**config.mk**
```make
export PLATFORM = sky130hd
export DESIGN_NAME = hbs_cfg
export DESIGN_NICKNAME = d
export VERILOG_FILES = /design/src/design/hbs_pkg.sv /design/src/design/hbs_cfg.sv
export SDC_FILE = /design/constraint.sdc
export NUM_CORES = 1
export LEC_CHECK = 0
export BUFFER_PORTS_ARGS = -buffer_cell sky130_fd_sc_hd__buf_2
export CORE_ASPECT_RATIO = 1.25
export CORE_UTILIZATION = 25
export CTS_CLUSTER_DIAMETER = 80
export DETAILED_ROUTE_END_ITERATION = 10
export MAX_ROUTING_LAYER = met4
export PLACE_DENSITY = 0.48
export SYNTH_ARGS = -nofsm -noshare
export SYNTH_HDL_FRONTEND = slang
export SYNTH_SLANG_ARGS = --single-unit
export TNS_END_PERCENT = 10
```
**constraint.sdc**
```tcl
create_clock -name clk_i -period 3.9 [get_ports clk_i]
set_input_delay 0.585 -clock clk_i [delete_from_list [all_inputs] [get_ports clk_i]]
set_output_delay 0.585 -clock clk_i [all_outputs]
set_load 0.02 [all_outputs]
```
**src/design/hbs_pkg.sv**
```systemverilog
package hbs_pkg;

  // Default grid limits
  localparam int unsigned MAX_WIDTH_DEF = 256;
  localparam int unsigned MAX_DEPTH_DEF = 256;

  // Field widths
  localparam int unsigned SIZE_W      = 9;
  localparam int unsigned EXT_W       = 23;
  localparam int unsigned SCALE_W     = 24;
  localparam int unsigned HGT_W       = 24;
  localparam int unsigned SAMPLE_W    = 16;
  localparam int unsigned COORD_W     = 24;
  localparam int unsigned CMD_W       = 2;
  localparam int unsigned STATUS_W    = 3;
  localparam int unsigned CFG_IDX_W   = 3;
  localparam int unsigned CFG_DATA_W  = 24;
  localparam int unsigned FRAC_W      = 9;
  localparam int unsigned TOTAL_W     = 2 * SIZE_W;
  localparam int unsigned ADDR_CALC_W = 2 * SIZE_W + 1;
  localparam int unsigned IN_DATA_W   = SAMPLE_W + 2 * COORD_W;

  // Fraction of 1.0 in the 8-bit blend
  localparam logic [FRAC_W-1:0] FRAC_ONE = 9'd256;

  // Input commands
  localparam logic [CMD_W-1:0] CMD_RESTART = 2'd0;
  localparam logic [CMD_W-1:0] CMD_WRITE   = 2'd1;
  localparam logic [CMD_W-1:0] CMD_QUERY   = 2'd2;

  // Result status codes
  localparam logic [STATUS_W-1:0] STAT_OK         = 3'd0;
  localparam logic [STATUS_W-1:0] STAT_OUTSIDE    = 3'd1;
  localparam logic [STATUS_W-1:0] STAT_NOT_LOADED = 3'd2;
  localparam logic [STATUS_W-1:0] STAT_ACCEPTED   = 3'd3;
  localparam logic [STATUS_W-1:0] STAT_OVERFLOW   = 3'd4;

  // Register indexes
  localparam logic [CFG_IDX_W-1:0] REG_GRID_WIDTH   = 3'd0;
  localparam logic [CFG_IDX_W-1:0] REG_GRID_DEPTH   = 3'd1;
  localparam logic [CFG_IDX_W-1:0] REG_EXTENT_X     = 3'd2;
  localparam logic [CFG_IDX_W-1:0] REG_EXTENT_Z     = 3'd3;
  localparam logic [CFG_IDX_W-1:0] REG_SCALE_X      = 3'd4;
  localparam logic [CFG_IDX_W-1:0] REG_SCALE_Z      = 3'd5;
  localparam logic [CFG_IDX_W-1:0] REG_HEIGHT_SCALE = 3'd6;

  // Corner select for grid reads
  localparam logic [1:0] CORNER_00 = 2'd0;
  localparam logic [1:0] CORNER_10 = 2'd1;
  localparam logic [1:0] CORNER_01 = 2'd2;
  localparam logic [1:0] CORNER_11 = 2'd3;

  // Active configuration, grid sizes already clamped
  typedef struct packed {
    logic [SIZE_W-1:0]  width;
    logic [SIZE_W-1:0]  depth;
    logic [EXT_W-1:0]   extent_x;
    logic [EXT_W-1:0]   extent_z;
    logic [SCALE_W-1:0] scale_x;
    logic [SCALE_W-1:0] scale_z;
    logic [SCALE_W-1:0] height_scale;
  } hbs_cfg_t;

  // Controller to datapath commands
  typedef struct packed {
    logic       accept;
    logic       ld_g;
    logic       ld_cell;
    logic       ld_base;
    logic       rd_en;
    logic [1:0] rd_sel;
    logic       cap_h00;
    logic       cap_h10;
    logic       cap_h01;
    logic       ld_lx;
    logic       ld_lz;
    logic       ld_prod;
    logic       ld_res_acc;
    logic       ld_res_int;
    logic       move_out;
  } hbs_cmd_t;

endpackage

```
**src/design/hbs_cfg.sv**
```systemverilog
module hbs_cfg #(
  parameter int unsigned MAX_WIDTH = hbs_pkg::MAX_WIDTH_DEF,
  parameter int unsigned MAX_DEPTH = hbs_pkg::MAX_DEPTH_DEF
) (
  input  logic                           clk_i,
  input  logic                           rst_ni,
  input  logic                           wr_en_i,
  input  logic [hbs_pkg::CFG_IDX_W-1:0]  index_i,
  input  logic [hbs_pkg::CFG_DATA_W-1:0] data_i,
  output hbs_pkg::hbs_cfg_t              cfg_o
);

  logic [hbs_pkg::SIZE_W-1:0]  width_q, depth_q;
  logic [hbs_pkg::EXT_W-1:0]   extent_x_q, extent_z_q;
  logic [hbs_pkg::SCALE_W-1:0] scale_x_q, scale_z_q, height_scale_q;

  // Register file
  always_ff @(posedge clk_i or negedge rst_ni) begin
    if (!rst_ni) begin
      width_q        <= 9'd256;
      depth_q        <= 9'd256;
      extent_x_q     <= 23'd65536;
      extent_z_q     <= 23'd65536;
      scale_x_q      <= 24'd65280;
      scale_z_q      <= 24'd65280;
      height_scale_q <= 24'd65536;
    end else if (wr_en_i) begin
      case (index_i)
        hbs_pkg::REG_GRID_WIDTH:   width_q        <= data_i[hbs_pkg::SIZE_W-1:0];
        hbs_pkg::REG_GRID_DEPTH:   depth_q        <= data_i[hbs_pkg::SIZE_W-1:0];
        hbs_pkg::REG_EXTENT_X:     extent_x_q     <= data_i[hbs_pkg::EXT_W-1:0];
        hbs_pkg::REG_EXTENT_Z:     extent_z_q     <= data_i[hbs_pkg::EXT_W-1:0];
        hbs_pkg::REG_SCALE_X:      scale_x_q      <= data_i;
        hbs_pkg::REG_SCALE_Z:      scale_z_q      <= data_i;
        hbs_pkg::REG_HEIGHT_SCALE: height_scale_q <= data_i;
        default: ;
      endcase
    end
  end

  // Clamp grid sizes to [2, MAX]
  always_comb begin
    cfg_o = '0;
    if (width_q < 9'd2) begin
      cfg_o.width = 9'd2;
    end else if (32'(width_q) > MAX_WIDTH) begin
      cfg_o.width = hbs_pkg::SIZE_W'(MAX_WIDTH);
    end else begin
      cfg_o.width = width_q;
    end
    if (depth_q < 9'd2) begin
      cfg_o.depth = 9'd2;
    end else if (32'(depth_q) > MAX_DEPTH) begin
      cfg_o.depth = hbs_pkg::SIZE_W'(MAX_DEPTH);
    end else begin
      cfg_o.depth = depth_q;
    end
    cfg_o.extent_x     = extent_x_q;
    cfg_o.extent_z     = extent_z_q;
    cfg_o.scale_x      = scale_x_q;
    cfg_o.scale_z      = scale_z_q;
    cfg_o.height_scale = height_scale_q;
  end

endmodule

```
Word-level counts from Yosys, hierarchy flattened
Cells that the tools add are included.

storage, ports and cells
  output and inout bits = 136
  bits in registers = 136
  logic and storage cells = 29

cells by class
  order comparisons = 4
  equality and inequality tests = 6
  muxes and demuxes = 4
  reduce and logical (&&, ||, !) cells = 8

operators by type and width
  kind                                                  number
  two-way mux 9 bit                                     4
  greater-than comparator 9 bit, second input constant  2
  < comparator 9 x 2 -> 1 bit, second input constant    2
  AND reduction 2 bit                                   7
  == test 3 bit, second input constant                  3
  == test 3 x 2 -> 1 bit, second input constant         2
  == test 3 x 1 -> 1 bit, second input constant         1
  logical NOT 3 bit                                     1

Logic depth before layout (Yosys ltp)
  word-level depth = 3
  depth in mapped cells = 5
  mapped depth without buffers = 2

Worst setup path before layout
OpenSTA, ideal clock, no wires.

  path type = register -> output
  from = register depth_q[2] in the netlist's numbering
  to = output cfg_o[119] in the netlist's numbering
  cell stages (with the launch flop) = 3
  arrival = 1631 ps
  setup slack = 1684 ps
  path buffers = 0
  cells stage by stage = dfrtp_1 -> or4_1 -> o41ai_1

RTL lines
  what                    RTL line       source
  start, declared         hbs_cfg.sv:13  logic [hbs_pkg::SIZE_W-1:0] width_q, depth_q;
  start signal, assigned  hbs_cfg.sv:30  hbs_pkg::REG_GRID_DEPTH: depth_q <= data_i[hbs_pkg::SIZE_W-1:0];
  end, declared           hbs_cfg.sv:10  output hbs_pkg::hbs_cfg_t cfg_o

==> run metrics <==
vias post-DR about 3300; post-layout minimum cycle time 2.485 ns; hold buffers post-CTS 0; hold slack roughly 0.28 ns; Final Instance Area 7077 µm²; post-DP HPWL 9.498 mm; cell count after synthesis 320; Final Cycle Share around 64%; vias per std cell 4.287; DR iter-0 viols 80; post-placement setup slack 1.649 ns; Port Buffer Count roughly 170; Startpoint Class flip-flop; worst-case clock skew 0 ns; chip width 132.2 µm; MaxCap Viol Count 0; synth cell count leaders dfrtp_1 (115), mux2_2 (103), mux2_1 (33); initial antenna violation count 0; final estimated routing congestion in global placement 0.7064; Crit-path slowest cell or4_1; Switching Share a little under a third; Max stage delay on crit path 0.57 ns; Int Power 3266 µW; worst hold path class in2async; syn_nets 350; Avg Cell Area, Syn roughly 17 µm²; Seq/Total Area, Yosys 64.71%; CTS H-tree depth 4; CTS tree done; Die Y 164.8 µm; CORE AREA 20820 µm²; EDFF count, synth 0; Yosys reg bits 136; ys async rst share 100.0%; Top FF cell, synth dfrtp_1; num rows 59; RSZ-0062 raised after global routing false; number of setup violations in the final report 0; Critical Path End Type output pin; WP data arrival 1.90 ns; run status completed; placed cells 748; Setup Fix Bufs, Post-CTS 0; actual slew at the worst max-slew pin between 1 and 1.5 ns; distinct cell type count after synthesis 18; Synth area leader dfrtp_1; yosys synthesis warning count 0; synth top area cells dfrtp_1 (54%), mux2_2 (22%), dfstp_2 (10%); starting density of the core between 20% and 30%; FILL cells 2100; combinational power share between 20% and 30%; sequential share of power 40.7%; worst skew pair latency 0.41 ns; Required @ worst endpoint 3.31 ns; Pre-antenna DRT Iters 4; crit path max fanout 3; WL/cell approximately 18 µm; Setup TNS Final 0 ns; leakage 0.003287 µW; grt total ovfl 0; fin nets 523; Worst VDD drop 0.2729 mV; Placed Area 6469 µm²; I/O pin cnt 166; Mapped Area 5300 µm²; largest net degree at the start of global routing 98; vias in the first global route 3640; Final WS setup ~1.4 ns; post_cts resized 0; CP Class reg2out; first-pass GRT wire length roughly 22 mm; Routed Antenna Nets 0; most common cell in the netlist dfrtp_1; total global-route track usage approximately 14%; Psw 1486 µW; clock root buffer master clkbuf_16; share of the synthesized area in the top cell type between 50% and 60%; Slew HR 25.59%; Finished Layout Cells 780; Clock Power Share 34.6%; Fin. Hold Viols 0; overall routed net length between 10 and 15 mm; ant diodes 0; Power Density 671.6 nW/µm²; DRC 0; Final Max Slew Viols 0; Max Fclk around 400 MHz; Die Footprint roughly 22000 µm²; total clock buffers created by CTS 17; Max clock buf depth 2; layout cell share with drive strength beyond 1 65.42%; CP Cell Sequence or4_1, o41a_1, buf_2; CTS sink count 136; Area Growth Syn to Fin 33.52%; Worst-path clk slew 0.06 ns
-- registers in the layout, indices dropped and copies added (netlist names) --
name	count
extent_x_q	23
width_q	9
scale_z_q	24
depth_q	9
extent_z_q	23
height_scale_q	24
scale_x_q	24
-- metrics by stage --
stage               util [%]  power (µW)
CTS                    33.99        4835
finish                 33.99        4753
global route           33.99        4996
global placement       31.07        3131
floorplan                  -        2653
detailed placement     31.07        3156
-- worst paths after layout --
kind | start | to | slack, ns | cells after the start
hold / removal | rst_ni | height_scale_q[23]$_DFFE_PN0P_ | 0.28 | 1
max in group asynchronous | rst_ni | scale_z_q[14]$_DFFE_PN1P_ | 2.73 | 2
hold reg to reg | extent_x_q[20]$_DFFE_PN0P_ | extent_x_q[20]$_DFFE_PN0P_ | 0.48 | 1
min in group clk_i | data_i[23] | scale_x_q[23]$_DFFE_PN0P_ | 0.42 | 2
setup / recovery | width_q[2]$_DFFE_PN0P_ | cfg_o[127] | 1.41 | 3
setup reg to reg | width_q[8]$_DFFE_PN1P_ | width_q[8]$_DFFE_PN1P_ | 3.04 | 1
-- cell type report --
| type | count | area, µm² | area share (%) |
|---|---|---|---|
| inverters | 1 | 3.754 | 0.05304 |
| clock inverters | 11 | 147.6 | 2.086 |
| clock buffers | 21 | 460.4 | 6.506 |
| repair buffers | 172 | 884.6 | 12.50 |
| multi-input cells | 165 | 1808 | 25.55 |
| flip-flops and latches | 136 | 3430 | 48.46 |
| well taps | 274 | 342.8 | 4.844 |
-- metal layers --
layer | part of all wire [%] | routed length [µm] | global-route usage [%]
met3 | 6.2 | 855 | 4.512
met1 | 44 | 6055 | 16.22
met2 | 49 | 6799 | 22.22
met4 | 1.2 | 162 | 5.172
met5 | 0 | 0 | -
-- worst max-delay path, delay by kind of cell, from the launching register on --
family,cells,cell delay [ns]
AND/OR/NAND/NOR,1,0.57
AO/OA/AOI/OAI,1,0.35
buffers and inverters,1,0.17
flip-flops,1,0.39
-- power by group through the flow --
stage / clock (µW) / sequential, µW / combinational, µW
after detailed placement: 0 / 1960 / 1190
final: 1650 / 1930 / 1170
after CTS: 1700 / 1940 / 1200
after global routing: 1750 / 1980 / 1260
after floorplan: 0 / 2270 / 385
after global placement: 0 / 1950 / 1180
-- cell usage in the layout, fill, tap and decap left out, drive strengths merged, types with 2 or more instances in the layout --
master / Yosys / layout
bufinv: 0 / 3
clkinv: 0 / 3
inv: 1 / 2
nor4bb: 3 / 3
nand4b: 3 / 3
or4: 3 / 3
buf: 14 / 172
nor2b: 14 / 14
o41a: 2 / 2
dfrtp: 115 / 115
dfstp: 21 / 21
mux2: 136 / 136
clkinvlp: 0 / 4
clkbuf: 4 / 21
-- cell families (layout without fill, tap and decap cells) --
family | Yosys count | count (layout) | share of synthesized area (%)
multiplexers | 136 | 136 | 28.90
flip-flops | 136 | 136 | 64.71
AND/OR/NAND/NOR | 25 | 25 | 3.824
buffers and inverters | 19 | 205 | 1.865
AO/OA/AOI/OAI | 4 | 4 | 0.7083
Power figures use the tool's default switching activity.
