`src/design/hbs_pkg.sv`:
```
package hbs_pkg;

  // Default grid limits
  localparam int unsigned MAX_WIDTH_DEF = 256;
  localparam int unsigned MAX_DEPTH_DEF = 256;

  // Field widths
  localparam int unsigned SIZE_W      = 9;
  localparam int unsigned EXT_W       = 23;
  localparam int unsigned SCALE_W     = 24;
  localparam int unsigned HGT_W       = 24;
  localparam int unsigned SAMPLE_W    = 16;
  localparam int unsigned COORD_W     = 24;
  localparam int unsigned CMD_W       = 2;
  localparam int unsigned STATUS_W    = 3;
  localparam int unsigned CFG_IDX_W   = 3;
  localparam int unsigned CFG_DATA_W  = 24;
  localparam int unsigned FRAC_W      = 9;
  localparam int unsigned TOTAL_W     = 2 * SIZE_W;
  localparam int unsigned ADDR_CALC_W = 2 * SIZE_W + 1;
  localparam int unsigned IN_DATA_W   = SAMPLE_W + 2 * COORD_W;

  // Fraction of 1.0 in the 8-bit blend
  localparam logic [FRAC_W-1:0] FRAC_ONE = 9'd256;

  // Input commands
  localparam logic [CMD_W-1:0] CMD_RESTART = 2'd0;
  localparam logic [CMD_W-1:0] CMD_WRITE   = 2'd1;
  localparam logic [CMD_W-1:0] CMD_QUERY   = 2'd2;

  // Result status codes
  localparam logic [STATUS_W-1:0] STAT_OK         = 3'd0;
  localparam logic [STATUS_W-1:0] STAT_OUTSIDE    = 3'd1;
  localparam logic [STATUS_W-1:0] STAT_NOT_LOADED = 3'd2;
  localparam logic [STATUS_W-1:0] STAT_ACCEPTED   = 3'd3;
  localparam logic [STATUS_W-1:0] STAT_OVERFLOW   = 3'd4;

  // Register indexes
  localparam logic [CFG_IDX_W-1:0] REG_GRID_WIDTH   = 3'd0;
  localparam logic [CFG_IDX_W-1:0] REG_GRID_DEPTH   = 3'd1;
  localparam logic [CFG_IDX_W-1:0] REG_EXTENT_X     = 3'd2;
  localparam logic [CFG_IDX_W-1:0] REG_EXTENT_Z     = 3'd3;
  localparam logic [CFG_IDX_W-1:0] REG_SCALE_X      = 3'd4;
  localparam logic [CFG_IDX_W-1:0] REG_SCALE_Z      = 3'd5;
  localparam logic [CFG_IDX_W-1:0] REG_HEIGHT_SCALE = 3'd6;

  // Corner select for grid reads
  localparam logic [1:0] CORNER_00 = 2'd0;
  localparam logic [1:0] CORNER_10 = 2'd1;
  localparam logic [1:0] CORNER_01 = 2'd2;
  localparam logic [1:0] CORNER_11 = 2'd3;

  // Active configuration, grid sizes already clamped
  typedef struct packed {
    logic [SIZE_W-1:0]  width;
    logic [SIZE_W-1:0]  depth;
    logic [EXT_W-1:0]   extent_x;
    logic [EXT_W-1:0]   extent_z;
    logic [SCALE_W-1:0] scale_x;
    logic [SCALE_W-1:0] scale_z;
    logic [SCALE_W-1:0] height_scale;
  } hbs_cfg_t;

  // Controller to datapath commands
  typedef struct packed {
    logic       accept;
    logic       ld_g;
    logic       ld_cell;
    logic       ld_base;
    logic       rd_en;
    logic [1:0] rd_sel;
    logic       cap_h00;
    logic       cap_h10;
    logic       cap_h01;
    logic       ld_lx;
    logic       ld_lz;
    logic       ld_prod;
    logic       ld_res_acc;
    logic       ld_res_int;
    logic       move_out;
  } hbs_cmd_t;

endpackage

```
`src/design/hbs_ctrl.sv`:
```
module hbs_ctrl (
  input  logic              clk_i,
  input  logic              rst_ni,
  input  logic              s_valid_i,
  output logic              s_ready_o,
  output logic              m_valid_o,
  input  logic              m_ready_i,
  input  logic              interp_i,
  output hbs_pkg::hbs_cmd_t cmd_o
);

  localparam logic [3:0] S_IDLE = 4'd0;
  localparam logic [3:0] S_MUL  = 4'd1;
  localparam logic [3:0] S_CELL = 4'd2;
  localparam logic [3:0] S_BASE = 4'd3;
  localparam logic [3:0] S_RD0  = 4'd4;
  localparam logic [3:0] S_RD1  = 4'd5;
  localparam logic [3:0] S_RD2  = 4'd6;
  localparam logic [3:0] S_RD3  = 4'd7;
  localparam logic [3:0] S_LX   = 4'd8;
  localparam logic [3:0] S_LZ   = 4'd9;
  localparam logic [3:0] S_PROD = 4'd10;
  localparam logic [3:0] S_RND  = 4'd11;

  logic [3:0] state_q, state_d;
  logic       res_valid_q, res_valid_d;
  logic       out_valid_q, out_valid_d;
  logic       out_free, move, res_free, accept;

  // Sequencer and result/output slot control
  always_comb begin
    out_free  = !out_valid_q || m_ready_i;
    move      = res_valid_q && out_free;
    res_free  = !res_valid_q || move;
    s_ready_o = (state_q == S_IDLE) && res_free;
    accept    = s_valid_i && s_ready_o;

    cmd_o   = '0;
    state_d = state_q;
    case (state_q)
      S_IDLE: begin
        if (accept && interp_i) state_d = S_MUL;
      end
      S_MUL: begin
        cmd_o.ld_g = 1'b1;
        state_d    = S_CELL;
      end
      S_CELL: begin
        cmd_o.ld_cell = 1'b1;
        state_d       = S_BASE;
      end
      S_BASE: begin
        cmd_o.ld_base = 1'b1;
        state_d       = S_RD0;
      end
      S_RD0: begin
        cmd_o.rd_en  = 1'b1;
        cmd_o.rd_sel = hbs_pkg::CORNER_00;
        state_d      = S_RD1;
      end
      S_RD1: begin
        cmd_o.rd_en   = 1'b1;
        cmd_o.rd_sel  = hbs_pkg::CORNER_10;
        cmd_o.cap_h00 = 1'b1;
        state_d       = S_RD2;
      end
      S_RD2: begin
        cmd_o.rd_en   = 1'b1;
        cmd_o.rd_sel  = hbs_pkg::CORNER_01;
        cmd_o.cap_h10 = 1'b1;
        state_d       = S_RD3;
      end
      S_RD3: begin
        cmd_o.rd_en   = 1'b1;
        cmd_o.rd_sel  = hbs_pkg::CORNER_11;
        cmd_o.cap_h01 = 1'b1;
        state_d       = S_LX;
      end
      S_LX: begin
        cmd_o.ld_lx = 1'b1;
        state_d     = S_LZ;
      end
      S_LZ: begin
        cmd_o.ld_lz = 1'b1;
        state_d     = S_PROD;
      end
      S_PROD: begin
        cmd_o.ld_prod = 1'b1;
        state_d       = S_RND;
      end
      S_RND: begin
        if (res_free) begin
          cmd_o.ld_res_int = 1'b1;
          state_d          = S_IDLE;
        end
      end
      default: state_d = S_IDLE;
    endcase

    cmd_o.accept     = accept;
    cmd_o.ld_res_acc = accept && !interp_i;
    cmd_o.move_out   = move;

    if (cmd_o.ld_res_acc || cmd_o.ld_res_int) begin
      res_valid_d = 1'b1;
    end else if (move) begin
      res_valid_d = 1'b0;
    end else begin
      res_valid_d = res_valid_q;
    end

    if (move) begin
      out_valid_d = 1'b1;
    end else if (m_ready_i) begin
      out_valid_d = 1'b0;
    end else begin
      out_valid_d = out_valid_q;
    end
  end

  always_ff @(posedge clk_i or negedge rst_ni) begin
    if (!rst_ni) begin
      state_q     <= S_IDLE;
      res_valid_q <= 1'b0;
      out_valid_q <= 1'b0;
    end else begin
      state_q     <= state_d;
      res_valid_q <= res_valid_d;
      out_valid_q <= out_valid_d;
    end
  end

  assign m_valid_o = out_valid_q;

endmodule

```
`config.mk`:
```
export PLATFORM = sky130hd
export DESIGN_NAME = hbs_ctrl
export DESIGN_NICKNAME = d
export VERILOG_FILES = /design/src/design/hbs_pkg.sv /design/src/design/hbs_ctrl.sv
export SDC_FILE = /design/constraint.sdc
export NUM_CORES = 1
export LEC_CHECK = 0
export BUFFER_PORTS_ARGS = -buffer_cell sky130_fd_sc_hd__buf_4
export CORE_AREA = 10 10 47 49
export DETAILED_ROUTE_END_ITERATION = 7
export DIE_AREA = 0 0 57 59
export PLACE_DENSITY = 0.58
export SETUP_SLACK_MARGIN = 0.2
export SLEW_MARGIN = 20
export SYNTH_ARGS = -nofsm -noshare
export SYNTH_HDL_FRONTEND = slang
export SYNTH_SLANG_ARGS = --single-unit
```
`constraint.sdc`:
```
create_clock -name clk_i -period 1.33 [get_ports clk_i]
set_input_delay 0.133 -clock clk_i [delete_from_list [all_inputs] [get_ports clk_i]]
set_output_delay 0.133 -clock clk_i [all_outputs]
set_load 0.005 [all_outputs]
```
Word level (Yosys, flattened, before mapping)
Index checks and enable logic that the tools add are counted.
W data, S select, Z words.
- flip-flop bits (word level): 6
- bits of input ports: 5
- output and inout port bits: 18
- word-level logic and storage cells: 50
- equal/unequal tests: 13
- multiplexer cells: 19
- reduce and logical (&&, ||, !) cells: 15
- operators by type and width (cell ; count):
    $pmux W4 S12 ; 1
    $eq A4 B3 Y1 const B ; 4
    $eq A4 B4 Y1 const B ; 4
    $mux W1 ; 15
    $pmux W3 S4 ; 1
    $eq A4 B2 Y1 const B ; 2
    $mux W4 ; 2
    $logic_and A1 B1 Y1 ; 5
    $eq A4 B1 Y1 const B ; 1
    $logic_not A4 Y1 ; 1
    $reduce_bool A2 Y1 ; 2
    $logic_not A1 Y1 ; 3
    $logic_or A1 B1 Y1 ; 3
    $ne A2 B1 Y1 const B ; 1
    $ne A2 B2 Y1 const B ; 1
    $reduce_and A2 Y1 ; 1

Logic depth before layout (Yosys ltp)
- depth in word-level cells: 9
- depth in mapped cells: 5
- depth with buffers taken out: 3

Worst setup path before layout
No wires, ideal clock.
- kind: reg-to-output
- from: reg state_q[2]
- to: out cmd_o[15] in the netlist's numbering
- arrival time: 987 ps
- required time: 1197 ps
- path slack: 210 ps
- cell stages (with the launch flop): 6
- buffers on the path: 2
- path through: dfrtp_1 > buf_6 > nor2_1 > and3_1 > and2_1 > buf_4
- cells in the longest elaborated chain, start to end: 3
- ends and longest elaborated chain (what ; line ; source):
    start, declared ; hbs_ctrl.sv:25 ; logic [3:0] state_q, state_d;
    start signal, assigned ; hbs_ctrl.sv:127 ; state_q <= state_d;
    $logic_not A4 Y1 ; hbs_ctrl.sv:35 ; s_ready_o = (state_q == S_IDLE) && res_free;
    $logic_and A1 B1 Y1 ; hbs_ctrl.sv:35 ;
    named net s_ready_o ; hbs_ctrl.sv:5 ; output logic s_ready_o,
    $logic_and A1 B1 Y1 ; hbs_ctrl.sv:36 ; accept = s_valid_i && s_ready_o;
    end, declared ; hbs_ctrl.sv:9 ; output hbs_pkg::hbs_cmd_t cmd_o
The timed path passes the listed nets, and every way through them passes these cells.

==> metrics.txt <==
Rel. slew slack about 86%; Worst Min Path Start m_ready_i; CP max FO 5; antenna-violating nets left 0; met3 WL post-DR between 100 and 150 microns; drt first pass iters 4; Ys Warns 0; outcome finished with violations; # rows 14; worst path arrival time ~1300 ps; Core Area 1400 sq um; Clock Path Buffers 2; die height slightly below 60 microns; RSZ-0062 raised after global routing yes; Detailed Route Iter0 Violations 14; gr usage total 9.88%; critical path launch point type flip-flop; Hold Path End m_valid_o; clk_lat worst skew ~250 ps; Reg2Reg Depth 5; CTS tree built; Hold Path Stages 3; layout cells sized above 1 74.7%; Initial Utilization a little under a third; Slew Limit Fails 0; Hold Crit Class in -> reg; wire per inst approximately 16 microns; Hold Slack 176 ps; Cells after Synth 53; power per cell area ~2300 nW/um^2; final period utilization 105%; largest net degree at the start of global routing 9; routed vias 562; count of final setup violators 11; worst reg-to-reg setup slack ~170 ps; CP Class reg -> out; CTS clk-pin slew, worst paths approximately 50 ps; most common cell after layout, fill and taps aside buf_4; M1 WL 700 microns; Crit path required time roughly 1200 ps; die area between 3000 and 4000 sq um; most frequent cells in the layout buf_4, buf_6, nor3_2; post-synthesis cell area around 430 sq um; grt ovf 0; Synth Net Count between 50 and 60; vias in the first global route 599; uppermost routed layer met4; post-route clock skew between 8 and 9 ps; worst setup margin -65.7 ps; WL final ~1.8 mm; nets between 100 and 150; CTS Buf Count 3; P_leak 0.453 nW; # diodes 0; P&R area growth vs syn 111%; max-cap check violation count 0; first-pass GRT wire length about 2.7 mm; VDD IR max 1410 uV; die width between 50 and 60 microns; routability-driven placement congestion ratio roughly 0.83; CTS root buf clkbuf_4; # DRC 0; min Tclk post-route 1400 ps; failing checks negative setup slack; R2R Path Start state_q[3]; synth unique cells 23; DP HPWL around 930 microns; Peak Freq slightly above 0.7 GHz; Critical R2R Capture state_q[0]; met2 WL just over 900 microns; #FFs+latches synth 6; clk sink count 6; final total power approximately 2.1 mW; Ports 23; I/O Buffers 22; H-tree Lvls 1; drt via density 5.06; Avg Cell Area, Syn 8.14 sq um; Seq/Total Area, Yosys 34.8%; crit end category output port; antenna violations before repair 0; worst-margin pin slew a little over 200 ps; final hold vios 0
[metal layers]
| layer | up-vias | track usage (%) |
|---|---|---|
| met5 | - | 0 |
| met1 | 273 | 9.81 |
| met3 | 2 | 5.15 |
| met4 | 0 | 3.02 |
| met2 | 22 | 17.5 |
| li1 | 265 | - |
[report_power, final]
| group | leakage (nW) | switching, mW | internal [mW] |
|---|---|---|---|
| logic | 0.368 | 0.631 | 0.914 |
| clock network | 0.0138 | 0.0639 | 0.102 |
| registers | 0.0717 | 0.141 | 0.273 |
[worst max-delay path by stage]
stage          slack (ps)  cells past startpoint        from         to
2_1_floorplan         210                      5  state_q[2]  cmd_o[15]
3_3_place_gp          110                      4  state_q[3]  cmd_o[10]
3_5_place_dp          110                      4  state_q[3]  cmd_o[10]
4_1_cts               -60                      4  state_q[1]   cmd_o[2]
5_1_grt              -140                      4  state_q[0]   cmd_o[2]
6_report              -70                      4  state_q[0]   cmd_o[2]
[cell usage after synthesis, drive strengths merged]
library cell | n | area share [%]
nor3 | 6 | 7.0
a41oi | 1 | 2.0
and2 | 4 | 5.8
nand3 | 1 | 1.2
nand2 | 2 | 2.3
and3b | 2 | 4.1
nand2b | 5 | 7.2
dfrtp | 6 | 35
a211oi | 1 | 1.7
o211ai | 1 | 1.7
xnor2 | 1 | 2.0
nor2 | 9 | 8.4
nand3b | 1 | 1.7
buf | 5 | 9.9
nand4b | 1 | 2.0
o22ai | 1 | 1.5
a21oi | 3 | 3.5
inv | 2 | 1.7
and3 | 1 | 1.5
[cell type report]
type	count	area, sq um
tap	16	20.0
multi-input combinational	40	324
inverter	2	10.0
clock buffer	3	22.5
fill	113	492
sequential	6	155
timing repair buffer	44	378
[worst max-delay path, cell delays in order, from the launching register on]
cell     delay, ps
dfrtp_2        450
nor2_4         130
and3_4         190
and3b_1        150
buf_4          100
[sequential cells by signal, indices dropped and copies added (netlist names)]
signal       count
state_q          4
res_valid_q      1
m_valid_o        1
[per-stage QoR]
step	setup TNS (ps)	setup slack, ps	util (%)	cells	instance area (sq um)
detailed placement	0	109	42.1	88	589
finish	-361	-65.7	64.9	111	910
CTS	-152	-59.6	61.3	108	860
global placement	0	114	42.1	88	589
floorplan	0	210	-	53	432
global route	-1120	-141	64.9	111	910
[what timing repair did]
| action | CTS | global route |
|---|---|---|
| gates resized for setup | 33 | 8 |
| pin swaps | 8 | 3 |
| setup buffers | 16 | 3 |
| hold endpoints to repair | 6 | 0 |
| endpoints found under the setup margin | 16 | 19 |
| hold buffers | 1 | 0 |
[cell families (layout without fill, tap and decap cells)]
logic type	after synthesis	count (layout)	synth area share, %
AOI/OAI and AO/OA	7	7	10.4
buffers and inverters	7	49	11.6
xor gates and xnor gates	1	1	2.03
and+or+nand+nor	32	32	41.2
DFF	6	6	34.8
No activity file was read; power rests on OpenSTA's default activity.
